[src/design/bbr_pkg.sv]
// Shared types, register and operation codes, and the raster operation function
// for the clipped bitmap blit block. No dependencies.
`default_nettype none

package bbr_pkg;

  // Default storage geometry.
  localparam int DEF_MAX_ROWS      = 256;
  localparam int DEF_MAX_ROW_BYTES = 32;

  // Configuration port geometry.
  localparam int CFG_ADDR_W = 5;
  localparam int CFG_DATA_W = 32;

  // Register indexes, taken from paddr[4:2].
  localparam logic [2:0] REG_START_ROW        = 3'd0;
  localparam logic [2:0] REG_START_COL_PIXELS = 3'd1;
  localparam logic [2:0] REG_RASTER_OP        = 3'd2;
  localparam logic [2:0] REG_TARGET_ROWS      = 3'd3;
  localparam logic [2:0] REG_TARGET_ROW_BYTES = 3'd4;

  // Raster operation codes.
  localparam logic [1:0] ROP_REPLACE = 2'd0;
  localparam logic [1:0] ROP_AND     = 2'd1;
  localparam logic [1:0] ROP_OR      = 2'd2;

  // Item kinds.
  localparam logic KIND_DRAW = 1'b0;
  localparam logic KIND_READ = 1'b1;

  // Value of a cleared byte.
  localparam logic [7:0] WHITE = 8'hFF;

  // Reset values of the bound registers.
  localparam logic [8:0] RST_TARGET_ROWS      = 9'd256;
  localparam logic [5:0] RST_TARGET_ROW_BYTES = 6'd32;

  // Configuration as seen by the datapath.
  typedef struct packed {
    logic [7:0] start_row;
    logic [7:0] start_col_pixels;
    logic [1:0] raster_op;
    logic [8:0] target_rows;
    logic [5:0] target_row_bytes;
  } cfg_t;

  // Combine a source byte with the stored byte. The unused code keeps the stored byte.
  function automatic logic [7:0] rop_apply(input logic [1:0] op, input logic [7:0] stored,
                                           input logic [7:0] pix);
    logic [7:0] res;
    case (op)
      ROP_REPLACE: res = pix;
      ROP_AND:     res = stored & pix;
      ROP_OR:      res = stored | pix;
      default:     res = stored;
    endcase
    return res;
  endfunction

endpackage

`default_nettype wire

[src/design/bbr_regs.sv]
// APB-style configuration registers of the blit block.
// Depends on bbr_pkg for the register codes and the cfg_t struct.
`default_nettype none

module bbr_regs (
  input  wire logic                              clk,
  input  wire logic                              rst,
  input  wire logic                              psel,
  input  wire logic                              penable,
  input  wire logic                              pwrite,
  input  wire logic [bbr_pkg::CFG_ADDR_W-1:0]    paddr,
  input  wire logic [bbr_pkg::CFG_DATA_W-1:0]    pwdata,
  output logic      [bbr_pkg::CFG_DATA_W-1:0]    prdata,
  output logic                                   pready,
  output bbr_pkg::cfg_t                          cfg
);

  logic [2:0] idx;
  logic       wr;

  assign idx    = paddr[4:2];
  assign wr     = psel && penable && pwrite;
  assign pready = 1'b1;

  // Register writes in the access cycle; unknown indexes are ignored.
  always_ff @(posedge clk) begin
    if (rst) begin
      cfg.start_row        <= '0;
      cfg.start_col_pixels <= '0;
      cfg.raster_op        <= bbr_pkg::ROP_REPLACE;
      cfg.target_rows      <= bbr_pkg::RST_TARGET_ROWS;
      cfg.target_row_bytes <= bbr_pkg::RST_TARGET_ROW_BYTES;
    end else if (wr) begin
      unique case (idx)
        bbr_pkg::REG_START_ROW:        cfg.start_row        <= pwdata[7:0];
        bbr_pkg::REG_START_COL_PIXELS: cfg.start_col_pixels <= pwdata[7:0];
        bbr_pkg::REG_RASTER_OP:        cfg.raster_op        <= pwdata[1:0];
        bbr_pkg::REG_TARGET_ROWS:      cfg.target_rows      <= pwdata[8:0];
        bbr_pkg::REG_TARGET_ROW_BYTES: cfg.target_row_bytes <= pwdata[5:0];
        default: ;
      endcase
    end
  end

  // Read-back mux.
  always_comb begin
    unique case (idx)
      bbr_pkg::REG_START_ROW:        prdata = {24'd0, cfg.start_row};
      bbr_pkg::REG_START_COL_PIXELS: prdata = {24'd0, cfg.start_col_pixels};
      bbr_pkg::REG_RASTER_OP:        prdata = {30'd0, cfg.raster_op};
      bbr_pkg::REG_TARGET_ROWS:      prdata = {23'd0, cfg.target_rows};
      bbr_pkg::REG_TARGET_ROW_BYTES: prdata = {26'd0, cfg.target_row_bytes};
      default:                       prdata = '0;
    endcase
  end

endmodule

`default_nettype wire

[config.mk]
export PLATFORM = sky130hd
export DESIGN_NAME = bbr_regs
export DESIGN_NICKNAME = d
export VERILOG_FILES = /design/src/design/bbr_pkg.sv /design/src/design/bbr_regs.sv
export SDC_FILE = /design/constraint.sdc
export NUM_CORES = 1
export LEC_CHECK = 0
export BUFFER_PORTS_ARGS = -buffer_cell sky130_fd_sc_hd__buf_2
export CAP_MARGIN = 20
export CELL_PAD_IN_SITES_DETAIL_PLACEMENT = 0
export CELL_PAD_IN_SITES_GLOBAL_PLACEMENT = 2
export CORE_MARGIN = 2
export CORE_UTILIZATION = 26
export DETAILED_ROUTE_END_ITERATION = 6
export PLACE_DENSITY_LB_ADDON = 0.3
export SYNTH_ARGS = -nofsm -noshare
export SYNTH_HDL_FRONTEND = slang
export SYNTH_SLANG_ARGS = --single-unit
[constraint.sdc]
create_clock -name clk -period 4.05 [get_ports clk]
set_clock_uncertainty 0.15 [all_clocks]
set_input_delay 0.81 -clock clk [delete_from_list [all_inputs] [get_ports clk]]
set_output_delay 0.81 -clock clk [all_outputs]
set_load 0.02 [all_outputs]
# After elaboration in Yosys (flattened, before gate mapping)
# Cells that the tools add are included.
# Widths: inputs -> output; s select.
[op_classes]
eq_ne = 4
n_shift = 0
mul = 0
bitwise_logic = 0
div_mod_pow = 0
n_addsub = 0
muxes = 1
n_reduce_logical = 8
order_cmp = 0
[op_table]
columns = ["operator", "count"]
rows = [
  ["$pmux 9 s5", 1],
  ["$reduce_and 2->1", 5],
  ["$eq 3x2->1 const B", 2],
  ["$eq 3x1->1 const B", 1],
  ["$eq 3x3->1 const B", 1],
  ["$logic_not 3->1", 1],
  ["$logic_and 1x1->1", 2],
]
[totals]
memories = 0
rom_bits = 0
wordCells = 18
latchBits = 0
inputBits = 42
ff_bits = 33
out_inout_bits = 66
ramBits = 0

# Depth between registers and ports, before layout
[depth]
word_depth = 3
ltp_mapped = 5
ltp_nobuf = 3

# Least setup slack after synthesis
# No wires, ideal clock.
[synth_timing]
path_kind = "input -> output"
from = "input paddr[2] (netlist bit)"
to = "output prdata[4] (netlist bit)"
setup_slack_ns = 1.236
t_required_ns = 3.090
path_buffers = 2
arrival_time_ns = 1.854
path_stages = 5
path_cell_list = "buf_4 buf_4 mux2i_1 a2bb2oi_1 o21ai_0"
[synth_via]
elab_chain_cells = 2
elab_cells_between_ends = 6
classes_between = "eq/ne: 4; mux: 1; reduce/logical: 1"
[synth_lines]
columns = ["element", "line", "text"]
rows = [
  ["start: declaration", "bbr_regs.sv:11", "input wire logic [bbr_pkg::CFG_ADDR_W-1:0] paddr,"],
  ["$eq 3x3->1 (tied with other cells)", "bbr_regs.sv:47", "unique case (idx)"],
  ["$pmux 9 s5 (*)", "bbr_regs.sv:47", ""],
  ["end: declaration", "bbr_regs.sv:13", "output logic [bbr_pkg::CFG_DATA_W-1:0] prdata,"],
]
# Every way passes the cells marked *; elsewhere a longest branch is shown, timed or not.

# Worst setup path after layout
[layout_timing]
from = "input paddr[4] (netlist bit)"
to = "output prdata[4] (netlist bit)"
# The elaborated chain is that of the path after synthesis.

==> Flow_metrics.wiki <==
{| class="wikitable"
! Metric !! Value
|-
| Type of the tightest min-delay check || register to register
|-
| Clock-pin slew on the worst setup and hold paths || 0.06 ns
|-
| Maximum clock rate || 0.3177 GHz
|-
| I/O pins || 108
|-
| CTS H-tree lvls || 2
|-
| Worst setup path class || primary input to output port
|-
| Worst reg2reg startpoint || cfg[12]
|-
| Yosys warns || 0
|-
| Antenna violation net count after detailed routing || 0
|-
| Routed wirelength normalized by instance count || 13.55 um
|-
| Aggregate negative setup slack || 0 ns
|-
| Length of routed met3 wiring || 366 um
|-
| Top routing layer in use || met4
|-
| Critical Path Start Type || primary input
|-
| Post-Route Utilization || 31.77%
|-
| Final std cell area, no fill || 2158 um^2
|-
| Number of global-route vias before repair || 1398
|-
| Clock period minus final worst setup slack || 3.147 ns
|-
| Count of instances resized after the clock tree is built || 0
|-
| Count of port buffers added during placement || 58
|-
| Buffer cell driving the clock tree root || clkbuf_8
|-
| Global-route wire length before repair || 7141 um
|-
| Endpoint of the lowest-slack register-to-register path || cfg[12]
|-
| Cell area after synthesis || 1823 um^2
|-
| Count of hold buffers inserted by post-cts repair || 0
|-
| Biggest regs || cfg x33
|-
| Cell depth of the worst hold path || 2
|-
| Later-pin clock latency in the skew report || 0.28 ns
|-
| Layout fillers || 739
|-
| Storage cell area || 660.6 um^2
|-
| Power per standard cell area || 299.3 nW/um^2
|-
| Final number of max-transition violations || 0
|-
| Worst-path fanout max || 14
|-
| Max Cap Violations || 0
|-
| Estimated wirelength of the detail-placed design || 3261 um
|-
| Floorplan row count || 30
|-
| Cell count after synthesis || 189
|-
| Overflow left after global routing || 0
|-
| Met1 layer wirelength in the final routing || 2050 um
|-
| Outcome || complete, no violations
|-
| Synthesized flop and latch total || 33
|-
| Unique masters post-synth || 26
|-
| Standby leakage power || 0.001114 uW
|-
| Max rail drop VDD || 0.1279 mV
|-
| Maximum number of pins on one net before global-route repair || 44
|-
| Die W || 87.74 um
|-
| Number of buffers added by the clock tree synthesis step || 5
|-
| Setup bufs post-CTS || 0
|-
| CP Capture Type || output port
|-
| Beginning of the worst hold path || cfg[7]
|-
| Slew headroom || 55.37%
|-
| Detailed Route WL || 4595 um
|-
| Required time reported for the critical path endpoint || 3.09 ns
|-
| Average cell area after synthesis || 9.645 um^2
|-
| WHS Endpoint || cfg[7]
|-
| Synthesis-to-layout area growth || 18.39%
|-
| Worst slew pin tran || 0.6694 ns
|-
| Detailed-route DRC error count || 0
|-
| Aggregate global-route resource usage || 12.21%
|-
| Top reg by flops || cfg
|-
| Register-to-register path setup slack || 3.25 ns
|-
| Number of sinks driven by the clock tree || 33
|-
| Wire length on met2 || 2135 um
|-
| Area of the multi-input gates || 1003 um^2
|-
| Number of antenna violations at the first check in global routing || 0
|-
| Crit path arrival time || 2.19 ns
|-
| Placed standard-cell area || 2074 um^2
|-
| Antenna cell count || 0
|-
| RSZ-0062 raised after global routing || false
|-
| Worst R2R Path Depth || 2
|-
| Fraction of layout instances using a drive strength above 1 || 27.98%
|-
| Part of the Yosys area used for sequential elements || 36.24%
|-
| Count of routing violations after the opening detailed-route iteration || 45
|-
| Number of failing setup endpoints in the final timing report || 0
|-
| Std-Cell Core Area || 6794 um^2
|-
| Maximum buffer depth of the clock tree || 2
|-
| Vias || 1401
|-
| Final net count || 284
|-
| Final Hold Fails || 0
|-
| TritonRoute pass-1 iters || 4
|-
| Avg Vias per Cell || 4.133
|-
| GP Congestion || 0.7217
|-
| Die footprint || 7697 um^2
|-
| Starting density of the core || 26.83%
|-
| Height of the chip || 87.74 um
|-
| Period utilization || 77.71%
|-
| Clock tree from TritonCTS || done
|-
| Number of flip-flops in the largest register || 33
|}
## through the flow
stage	setup slack, ns	instances	hold slack (ns)	total power, uW
6_report	0.9027	339	0.3399	646.0
3_3_place_gp	0.8559	331	0.3211	414.9
3_5_place_dp	0.8925	331	0.3329	415.0
2_1_floorplan	1.236	211	0.4046	411.8
5_1_grt	0.7942	339	0.3617	675.0
4_1_cts	0.8728	339	0.3416	657.7
## worst max-delay path by stage
stage	end	cells past startpoint	slack [ns]	startpoint
2_1_floorplan	prdata[4]	5	1.24	paddr[2]
3_3_place_gp	prdata[4]	5	0.86	paddr[4]
5_1_grt	prdata[4]	5	0.79	paddr[4]
4_1_cts	prdata[4]	5	0.87	paddr[4]
6_report	prdata[4]	5	0.90	paddr[4]
3_5_place_dp	prdata[3]	5	0.89	paddr[4]
## cell type report
class / count / share of cell area [%]
Tap cell: 96 / 5.565
Clock buffer: 7 / 3.536
Sequential cell: 33 / 30.61
Timing Repair Buffer: 58 / 13.45
Multi-Input combinational cell: 144 / 46.49
Clock inverter: 1 / 0.3478
## worst max-delay path, stage by stage
cell and delay, ns:
buf_2 0.26, nor2b_1 0.57, a2bb2oi_1 0.15, o21ai_0 0.20, buf_2 0.20
## cell families after synthesis
logic type             count (synthesis)  synth area share (%)
flip-flops                            33                 36.24
AO/OA/AOI/OAI                         16                 6.177
AND/OR/NAND/NOR                       62                 20.80
buffers and inverters                 34                 13.25
multiplexers                          42                 23.13
other                                  2                0.4120
## power by group
part / switching, uW / internal, uW / total (uW)
clock network: 118 / 122 / 240
logic: 53.1 / 24.7 / 77.7
registers: 1.84 / 327 / 329
total: 173 / 473 / 646
## synth_stat cells, drive strengths merged
master / number / area, um^2
nor2b: 1 / 6.260
o21ai: 5 / 25.02
and3: 1 / 6.260
o2bb2ai: 1 / 8.760
a21oi: 1 / 5.000
o22ai: 1 / 6.260
nand2: 5 / 21.27
mux2: 1 / 11.26
mux2i: 41 / 410.4
clkbuf: 5 / 18.77
and3b: 2 / 17.52
a2bb2oi: 6 / 52.55
nand2b: 39 / 244.0
and2: 3 / 18.77
nand3: 1 / 10.01
dfxtp: 33 / 660.6
a22oi: 1 / 7.510
buf: 29 / 222.7
and4b: 1 / 13.76
o21a: 1 / 7.510
nor2: 7 / 26.28
nand3b: 2 / 15.01
conb: 2 / 7.510
## placed cells by master, fill, tap and decap left out, types with 2 or more instances in the layout
| cell type | instances |
|---|---|
| a2bb2oi_1 | 6 |
| and2_1 | 3 |
| and3b_1 | 2 |
| buf_2 | 58 |
| clkbuf_1 | 2 |
| clkbuf_8 | 5 |
| conb_1 | 24 |
| dfxtp_1 | 33 |
| mux2i_1 | 41 |
| nand2_1 | 4 |
| nand2b_1 | 39 |
| nand3b_1 | 2 |
| nor2_1 | 7 |
| o21ai_0 | 5 |
## layer usage
layer	global-route usage, %	vias up
li1	-	696
met1	15.39	647
met2	20.11	53
met3	3.582	5
met4	3.776	0
met5	0	-
(Power assumes the default switching activity.)
