[config.mk]
export PLATFORM = sky130hd
export DESIGN_NAME = bbr_place
export DESIGN_NICKNAME = d
export VERILOG_FILES = /design/src/design/bbr_pkg.sv /design/src/design/bbr_place.sv
export SDC_FILE = /design/constraint.sdc
export NUM_CORES = 1
export LEC_CHECK = 0
export BUFFER_PORTS_ARGS = -buffer_cell sky130_fd_sc_hd__buf_2
export CAP_MARGIN = 20
export CORE_UTILIZATION = 38
export DETAILED_ROUTE_END_ITERATION = 12
export PLACE_DENSITY = 0.75
export RECOVER_POWER = 100
export SLEW_MARGIN = 25
export SYNTH_ARGS = -nofsm -noshare
export SYNTH_HDL_FRONTEND = slang
export SYNTH_SLANG_ARGS = --single-unit
[constraint.sdc]
create_clock -name vclk -period 2.4
set_input_delay 0.12 -clock vclk [all_inputs]
set_output_delay 0.12 -clock vclk [all_outputs]
set_load 0.01 [all_outputs]
[src/design/bbr_pkg.sv]
// Shared types, register and operation codes, and the raster operation function
// for the clipped bitmap blit block. No dependencies.
`default_nettype none

package bbr_pkg;

  // Default storage geometry.
  localparam int DEF_MAX_ROWS      = 256;
  localparam int DEF_MAX_ROW_BYTES = 32;

  // Configuration port geometry.
  localparam int CFG_ADDR_W = 5;
  localparam int CFG_DATA_W = 32;

  // Register indexes, taken from paddr[4:2].
  localparam logic [2:0] REG_START_ROW        = 3'd0;
  localparam logic [2:0] REG_START_COL_PIXELS = 3'd1;
  localparam logic [2:0] REG_RASTER_OP        = 3'd2;
  localparam logic [2:0] REG_TARGET_ROWS      = 3'd3;
  localparam logic [2:0] REG_TARGET_ROW_BYTES = 3'd4;

  // Raster operation codes.
  localparam logic [1:0] ROP_REPLACE = 2'd0;
  localparam logic [1:0] ROP_AND     = 2'd1;
  localparam logic [1:0] ROP_OR      = 2'd2;

  // Item kinds.
  localparam logic KIND_DRAW = 1'b0;
  localparam logic KIND_READ = 1'b1;

  // Value of a cleared byte.
  localparam logic [7:0] WHITE = 8'hFF;

  // Reset values of the bound registers.
  localparam logic [8:0] RST_TARGET_ROWS      = 9'd256;
  localparam logic [5:0] RST_TARGET_ROW_BYTES = 6'd32;

  // Configuration as seen by the datapath.
  typedef struct packed {
    logic [7:0] start_row;
    logic [7:0] start_col_pixels;
    logic [1:0] raster_op;
    logic [8:0] target_rows;
    logic [5:0] target_row_bytes;
  } cfg_t;

  // Combine a source byte with the stored byte. The unused code keeps the stored byte.
  function automatic logic [7:0] rop_apply(input logic [1:0] op, input logic [7:0] stored,
                                           input logic [7:0] pix);
    logic [7:0] res;
    case (op)
      ROP_REPLACE: res = pix;
      ROP_AND:     res = stored & pix;
      ROP_OR:      res = stored | pix;
      default:     res = stored;
    endcase
    return res;
  endfunction

endpackage

`default_nettype wire

[src/design/bbr_place.sv]
// Target placement and clipping for one item: offsets, bound checks, store address.
// Depends on bbr_pkg for the cfg_t struct and the item kind codes.
`default_nettype none

module bbr_place #(
  parameter int MAX_ROWS      = bbr_pkg::DEF_MAX_ROWS,
  parameter int MAX_ROW_BYTES = bbr_pkg::DEF_MAX_ROW_BYTES,
  parameter int RAW           = 8,
  parameter int CAW           = 5
) (
  input  wire logic          kind,
  input  wire logic [7:0]    row,
  input  wire logic [4:0]    byte_col,
  input  wire bbr_pkg::cfg_t cfg,
  output logic               clip,
  output logic [RAW+CAW-1:0] addr
);

  localparam logic [12:0] ROWS_LIM = 13'(MAX_ROWS);
  localparam logic [9:0]  COLS_LIM = 10'(MAX_ROW_BYTES);

  logic [8:0]  trow;
  logic [5:0]  tcol;
  logic [12:0] trow_w;
  logic [9:0]  tcol_w;
  logic [12:0] rows_req;
  logic [9:0]  cols_req;
  logic [12:0] rows_bound;
  logic [9:0]  cols_bound;

  // Draw items are shifted by the start offsets; read items address the target directly.
  always_comb begin
    if (kind == bbr_pkg::KIND_DRAW) begin
      trow = {1'b0, row} + {1'b0, cfg.start_row};
      tcol = {1'b0, byte_col} + {1'b0, cfg.start_col_pixels[7:3]};
    end else begin
      trow = {1'b0, row};
      tcol = {1'b0, byte_col};
    end
  end

  // Bounds in use, limited to the storage size.
  assign rows_req   = {4'd0, cfg.target_rows};
  assign cols_req   = {4'd0, cfg.target_row_bytes};
  assign rows_bound = (rows_req > ROWS_LIM) ? ROWS_LIM : rows_req;
  assign cols_bound = (cols_req > COLS_LIM) ? COLS_LIM : cols_req;

  assign trow_w = {4'd0, trow};
  assign tcol_w = {4'd0, tcol};
  assign clip   = (trow_w >= rows_bound) || (tcol_w >= cols_bound);

  // Row and column fields side by side; valid only when the item is not clipped.
  assign addr = {trow_w[RAW-1:0], tcol_w[CAW-1:0]};

endmodule

`default_nettype wire

# After elaboration in Yosys (flattened, before gate mapping)
# Cells that the tools add are included.
classes:
  n_addsub: 2
  multipliers: 0
  div_mod_pow: 0
  magnitude_cmp: 4
  eq_ne: 0
  n_shift: 0
  mux: 4
  bitwise: 0
  n_reduce_logical: 1
op_table:
  columns: ["cell", "n"]
  rows:
  - ["9-bit two-way mux", 2]
  - ["6-bit two-way mux", 2]
  - ["8-bit by 8-bit adder with 9-bit output", 1]
  - ["9-bit >= comparator", 1]
  - ["9-bit greater-than comparator, second input constant", 1]
  - ["5-bit by 5-bit adder with 6-bit output", 1]
  - ["6-bit >= comparator", 1]
  - ["6-bit greater-than comparator, second input constant", 1]
  - ["1-bit logical OR", 1]
totals:
  ff_bits: 0
  latchBits: 0
  ram_bits: 0
  romBits: 0
  inputBits: 47
  output_inout_bits: 14
  elab_cells: 11
  n_memories: 0

# Logic depth before layout (Yosys ltp)
# Gate-level depths: netlist (run 1).
logic_depth:
  word_depth: 4
  ltp_mapped: 13
  depth_no_buf: 13

# Worst setup path after synthesis (run 1)
# OpenSTA, ideal clock, no wires.
synth_timing:
  path_kind: "input -> output"
  start: "input port row[0]"
  end: "output port clip"
  arrival_time_ns: 2.819
  t_required_ns: 2.280
  slack_ns: -0.539
  stages: 13
  path_buffers: 0
  path_cell_list: "ha_1 > inv_1 > fa_1 > nor2b_1 > o21ai_1 > a21oi_1 > nor3_1 > o31ai_1 > ha_1 > a21o_1 > a21o_1 > a2111oi_0 > o311ai_1"
synth_via:
  elab_chain_len: 4
synth_lines:
  columns: ["element", "line_no", "rtl"]
  rows:
  - ["start: declaration", "bbr_place.sv:12", "input wire logic [7:0] row,"]
  - ["8-bit by 8-bit adder with 9-bit output", "bbr_place.sv:34", "trow = {1'b0, row} + {1'b0, cfg.start_row};"]
  - ["9-bit two-way mux", "bbr_place.sv:33", "if (kind == bbr_pkg::KIND_DRAW) begin"]
  - ["via addr[11]", "bbr_place.sv:16", "output logic [RAW+CAW-1:0] addr"]
  - ["9-bit >= comparator", "bbr_place.sv:50", "assign clip = (trow_w >= rows_bound) || (tcol_w >= cols_bound);"]
  - ["1-bit logical OR", "bbr_place.sv:50", null]
  - ["end: declaration", "bbr_place.sv:15", "output logic clip,"]
# The timed path passes the listed nets, and every way through them passes these cells.

# Final worst setup path (run 1)
layout_timing:
  start: "input port row[0]"
  end: "output port clip"
layout_via:
  elab_chain_len: 4
layout_lines:
  columns: ["element", "line_no"]
  rows:
  - ["8-bit by 8-bit adder with 9-bit output", "bbr_place.sv:34"]
  - ["9-bit two-way mux (*)", "bbr_place.sv:33"]
  - ["9-bit >= comparator (*)", "bbr_place.sv:50"]
  - ["1-bit logical OR (*)", "bbr_place.sv:50"]
# Mark *: on every way between the ends. The rest lies on a longest branch, timed or not.

==> results.ini, run 1 <==
[global_routing]
grtUsageTotal=0.223
grt_max_degree=27
grt_pass1_vias=1237
grt_overflow=0
grt_pass1_wl_um=4830
grt_antenna_before_repair=0

[run_status]
violations=negative setup slack
outcome=finished, violations left

[finish]
antenna_cells=0
seqCellArea_um2=0
nFlopsAndLatches=0
drive_above_1_share=0.469
post-route-util=0.677
instances_no_fill=237
synthToLayoutAreaGrowth_pct=60.8
final_nets=288
design_area_um2=1570
clkbuf_count=0

[detailed_routing]
viasPerCell=5.25
wl_per_cell_um=12.9
drt-pass1-iter-count=6
ant_nets=0
drt_iter0_markers=27
wl_um=3060
vias=1244
route.detailed.drc=0

[worst_setup_path]
worstPathRequired_ns=2.28
cp_slowest_cell=fa_2
cp.arrival_ns=2.74
critPathTopFamily=compound AO/OA/AOI/OAI gates
worstPathMaxFanout=2
end_kind=output port
start_kind=input port
crit_top_cell=a21o_1
cp.buffers_inverters=4
worst_path_largest_cell_delay_ns=0.39
path_cells=buf_8, ha_4, inv_2, fa_2, nor2b_1, o21ai_2, a21oi_2, buf_4, o21a_1, o31ai_2, ha_1, a21o_1, a21o_1, a2111oi_4, o311ai_2, buf_2
path_class=in2out

[pwr]
p_total_mw=0.425
p_leak_nw=0.846
peakVddDrop_mv=0.146
powerDensity_nw_per_um2=271

[synth]
synth_area_leaders=ha_1 (36%), nand2_1 (9.6%), a21oi_1 (6.2%)
netlist_instances=134
synth_area_per_cell_um2=7.28
synth_top_area_share=0.359
postSynthNetCount=211
seq_area_frac_synth=0
synth_cell_types=30
synth_top_area_cell=ha_1
synthesis.area_um2=976
yosysWarnings=0

[die]
dieArea_um2=2770
start_util=0.421
coreArea_um2=2320
num_rows=17
die_h_um=52.7
die_x_um=52.7
io_pins=61

[place]
dp_slack_ns=-0.509
dp_hpwl_um=2440
portBuffers=56
dp_cells=233
dpl_cell_area_um2=1460
gp_congestion=0.838

[timing]
period_share=1.19
rsz0062_at_grt=true
drv_slew=0
setup_tns_ns=-0.462
hold_violations=0
worst_slack_ns=-0.462
worst_hold_slack_ns=0.578
max_slew_margin=0.681
fmax_mhz=349
period_needed_ns=2.86
worst_pin_slew_ns=0.479
final-setup-viol-count=1

[worst_hold_path]
worst_hold_path.endpoint=addr[5]
hold_start=row[0]
holdPathStages=3
min_path_type=in2out

[flow_run]
drv_cap=0

[cts]
cts.hold.buffers_added=0

-- synth_stat cells --
library cell  number
o311ai_1           1
a211oi_2           1
a21oi_1           12
nor2_1             3
a22oi_1            1
mux2_2             3
nor2b_1            5
o22ai_1            1
nand4_1            1
o31ai_1            2
o41ai_2            1
xnor2_1            3
inv_1             11
a21o_1             6
nand2b_1           2
xor2_1             4
nand2_1           25
o2111ai_1          1
o21ai_1            2
nor3_1             1
clkinv_1           1
clkbuf_1           3
o211ai_1           1
o21ai_0            9
ha_1              28
a211oi_1           1
o21bai_1           1
o21a_1             1
fa_1               2
a2111oi_0          1
-- timing repair --
action,in CTS,in global routing
resized for setup,9,5
pin swaps,8,13
endpoints found under the setup margin,1,1
buffers inserted,1,3
endpoints found under the hold margin,0,0
-- power by group --
part	switching [mW]	internal [mW]
combinational	0.208	0.217
clock	0	0
sequential	0	0
-- routing by layer --
layer,global-route usage,share of wire
met1,0.239,0.40
met4,0.0219,0.014
met2,0.473,0.54
met5,0,0
met3,0.0116,0.041
-- worst max path at each step --
stage,startpoint,end,slack [ns],cells after the start
finish,row[0],clip,-0.46,16
global placement,row[0],clip,-0.43,15
global route,row[0],clip,-0.61,16
floorplan,row[0],clip,-0.24,13
detailed placement,row[0],clip,-0.51,15
CTS,row[1],clip,-0.39,13
-- kinds of logic after synthesis --
group / Yosys count / share of synthesized area
buffers and inverters: 15 / 0.0577
muxes: 3 / 0.0346
adders and majority gates: 30 / 0.400
xor gates and xnor gates: 7 / 0.0628
AOI/OAI and AO/OA: 42 / 0.281
and+or+nand+nor: 37 / 0.164
-- final cells by class --
cell class,count,area [um2]
well taps,28,35.0
multi-input cells,119,1030
repair buffers,78,462
inverters,12,45.0
fillers,203,749
-- layout by cell type (no fill, tap or decap), types with 2 or more instances in the layout --
master    instances
buf_2            54
nand2_1          25
nand2b_1          2
nor2_1            2
nor2b_1           5
o21ai_0           7
a21oi_2           2
ha_1             25
xor2_1            4
a21o_1            6
ha_4              3
a21oi_1          10
buf_4            22
inv_1            10
o21ai_2           2
xnor2_1           3
o21ai_1           2
fa_2              2
mux2_2            3
Note: power is estimated with default switching activity, not from simulation.
==> run 2, diff against run 1 <==
CORE_MARGIN = 3   (was unset)
PLACE_DENSITY = 0.84   (was 0.75)
==> run 2 against run 1 <==
Effect of this change: the run still ends with negative setup slack left; global-route usage down 3.6 points; first-iteration DRC count down 19%; design area up 2.8%; cell count up 4.2%; setup slack better by 0.064 ns; power up 0.77%; sequential share of layout area unchanged; fmax up 2.3%; wire length down 1.9%; core utilization up 1.9 points; critical path depth down 3; critical endpoint unchanged; highest routed layer is now met3.
==> results.ini, run 2 (synthesis gave the netlist of run 1 again) <==
[detailed_routing]
drt_iter0_markers=22  ; was 27
vias=1285  ; was 1244
drt-pass1-iter-count=4  ; was 6
wl_um=3000  ; was 3060 um
wl_per_cell_um=12.2  ; was 12.9 um
viasPerCell=5.20  ; was 5.25
route.detailed.drc=0  ; unchanged
ant_nets=0  ; unchanged

[die]
die_h_um=56.7  ; was 52.7 um
dieArea_um2=3210  ; was 2770 um2
coreArea_um2=2320  ; unchanged
start_util=0.421  ; unchanged
die_x_um=56.7  ; was 52.7 um
io_pins=61  ; unchanged
num_rows=17  ; unchanged

[finish]
design_area_um2=1610  ; was 1570 um2
instances_no_fill=247  ; was 237
drive_above_1_share=0.457  ; was 0.469
synthToLayoutAreaGrowth_pct=65.3  ; was 60.8%
final_cell_mix=buf_2 (47), buf_4 (32), ha_1 (26)  ; was buf_2 (54), nand2_1 (25), ha_1 (25)
layout.cells.most_common=buf_2  ; unchanged
seqCellArea_um2=0  ; unchanged
fillCellCount=212  ; was 203
clkbuf_count=0  ; unchanged
antenna_cells=0  ; unchanged
multi_input_area_um2=997  ; was 1030 um2
final_nets=298  ; was 288
nFlopsAndLatches=0  ; unchanged

[place]
dpl_cell_area_um2=1530  ; was 1460 um2
portBuffers=56  ; unchanged
dp_slack_ns=-0.535  ; was -0.509 ns
dp_hpwl_um=2520  ; was 2440 um
gp_congestion=0.798  ; was 0.838
dp_cells=242  ; was 233

[worst_setup_path]
cp_slowest_cell=fa_1  ; was fa_2
path_class=in2out  ; unchanged
cp.arrival_ns=2.68  ; was 2.74 ns
end_kind=output port  ; unchanged
worstPathMaxFanout=2  ; unchanged
worstPathRequired_ns=2.28  ; about the same
start_kind=input port  ; unchanged
path_cells=buf_2, ha_1, fa_1, a21o_1, a21oi_1, xor2_1, o21ai_0, ha_1, a21oi_2, o22ai_1, a2111oi_4, o311ai_2, buf_2  ; was buf_8, ha_4, inv_2, fa_2, nor2b_1, o21ai_2, a21oi_2, buf_4, o21a_1, o31ai_2, ha_1, a21o_1, a21o_1, a2111oi_4, o311ai_2, buf_2
worst_path_largest_cell_delay_ns=0.42  ; was 0.39 ns

[global_routing]
grt_pass1_vias=1270  ; was 1237
grtUsageTotal=0.187  ; was 0.223
grt_antenna_before_repair=0  ; unchanged
grt_pass1_wl_um=5080  ; was 4830 um
grt_overflow=0  ; unchanged
grt_max_degree=24  ; was 27

[timing]
max_slew_margin=0.726  ; was 0.681
hold_violations=0  ; unchanged
drv_slew=0  ; unchanged
fmax_mhz=357  ; was 349 MHz
final-setup-viol-count=1  ; unchanged
worst_slack_ns=-0.398  ; was -0.462 ns
worst_pin_slew_ns=0.411  ; was 0.479 ns
period_needed_ns=2.80  ; was 2.86 ns
period_share=1.17  ; was 1.19
rsz0062_at_grt=true  ; unchanged

[cts]
cts.hold.buffers_added=0  ; unchanged

[pwr]
pwr-share-seq=0  ; about the same
peakVddDrop_mv=0.156  ; was 0.146 mV
swShare=0.473  ; was 0.489
powerDensity_nw_per_um2=265  ; was 271 nW/um2
combPwrFrac=1.000  ; about the same
pwr-share-clk=0  ; about the same
p_leak_nw=0.878  ; was 0.846 nW
internal_power_mw=0.226  ; was 0.217 mW
net-switching-power_mw=0.203  ; was 0.208 mW

[run_status]
violations=negative setup slack  ; unchanged
outcome=finished, violations left  ; unchanged

[flow_run]
drv_cap=0  ; unchanged

[worst_hold_path]
min_path_type=in2out  ; unchanged

==> run 2: per-layer routing <==
metal  global-route usage  wire [um]  share of wire
met2                0.363       1560           0.52
met3               0.0161        236          0.079
met1                0.227       1200           0.40
met5                    0          0              0
met4               0.0102          0              0
==> run 2: cell type report <==
class	instances	share of cell area
inverter	12	0.0279
timing repair buffer	88	0.332
tap	28	0.0217
multi-input combinational	119	0.618
==> run 2: critical path: cells and delay by family <==
family                     cells  cell delay, ns
AOI/OAI and AO/OA              7            1.28
xor gates and xnor gates       1            0.08
adders and majority gates      3            0.95
buffers and inverters          2            0.26
==> run 2: power groups by stage <==
| stage | registers, mW | logic (mW) | clock network (mW) |
|---|---|---|---|
| floorplan | 0 | 0.228 | 0 |
| global placement | 0 | 0.382 | 0 |
| detailed placement | 0 | 0.395 | 0 |
| CTS | 0 | 0.425 | 0 |
| global route | 0 | 0.479 | 0 |
| finish | 0 | 0.428 | 0 |
==> run 2: worst paths after layout <==
check	slack, ns	startpoint	cells past startpoint	endpoint
worst max-delay path	-0.40	byte_col[0]	13	clip
worst min-delay path	0.58	row[0]	3	addr[5]
==> run 2: repair_timing <==
| item | 4_1_cts | 5_1_grt |
|---|---|---|
| pin swaps | 10 | 3 |
| gates resized for setup | 9 | 4 |
| endpoints found under the setup margin | 1 | 1 |
| hold endpoints to repair | 0 | 0 |
| buffers inserted | 4 | 1 |
==> run 2: through the flow <==
stage | hold WS, ns | TNS [ns] | total power [mW] | utilization
2_1_floorplan | 0.371 | -0.243 | 0.228 | -
5_1_grt | 0.589 | -0.527 | 0.479 | 0.696
3_3_place_gp | 0.590 | -0.461 | 0.382 | 0.658
4_1_cts | 0.583 | -0.374 | 0.425 | 0.690
6_report | 0.577 | -0.398 | 0.428 | 0.696
3_5_place_dp | 0.597 | -0.535 | 0.395 | 0.658
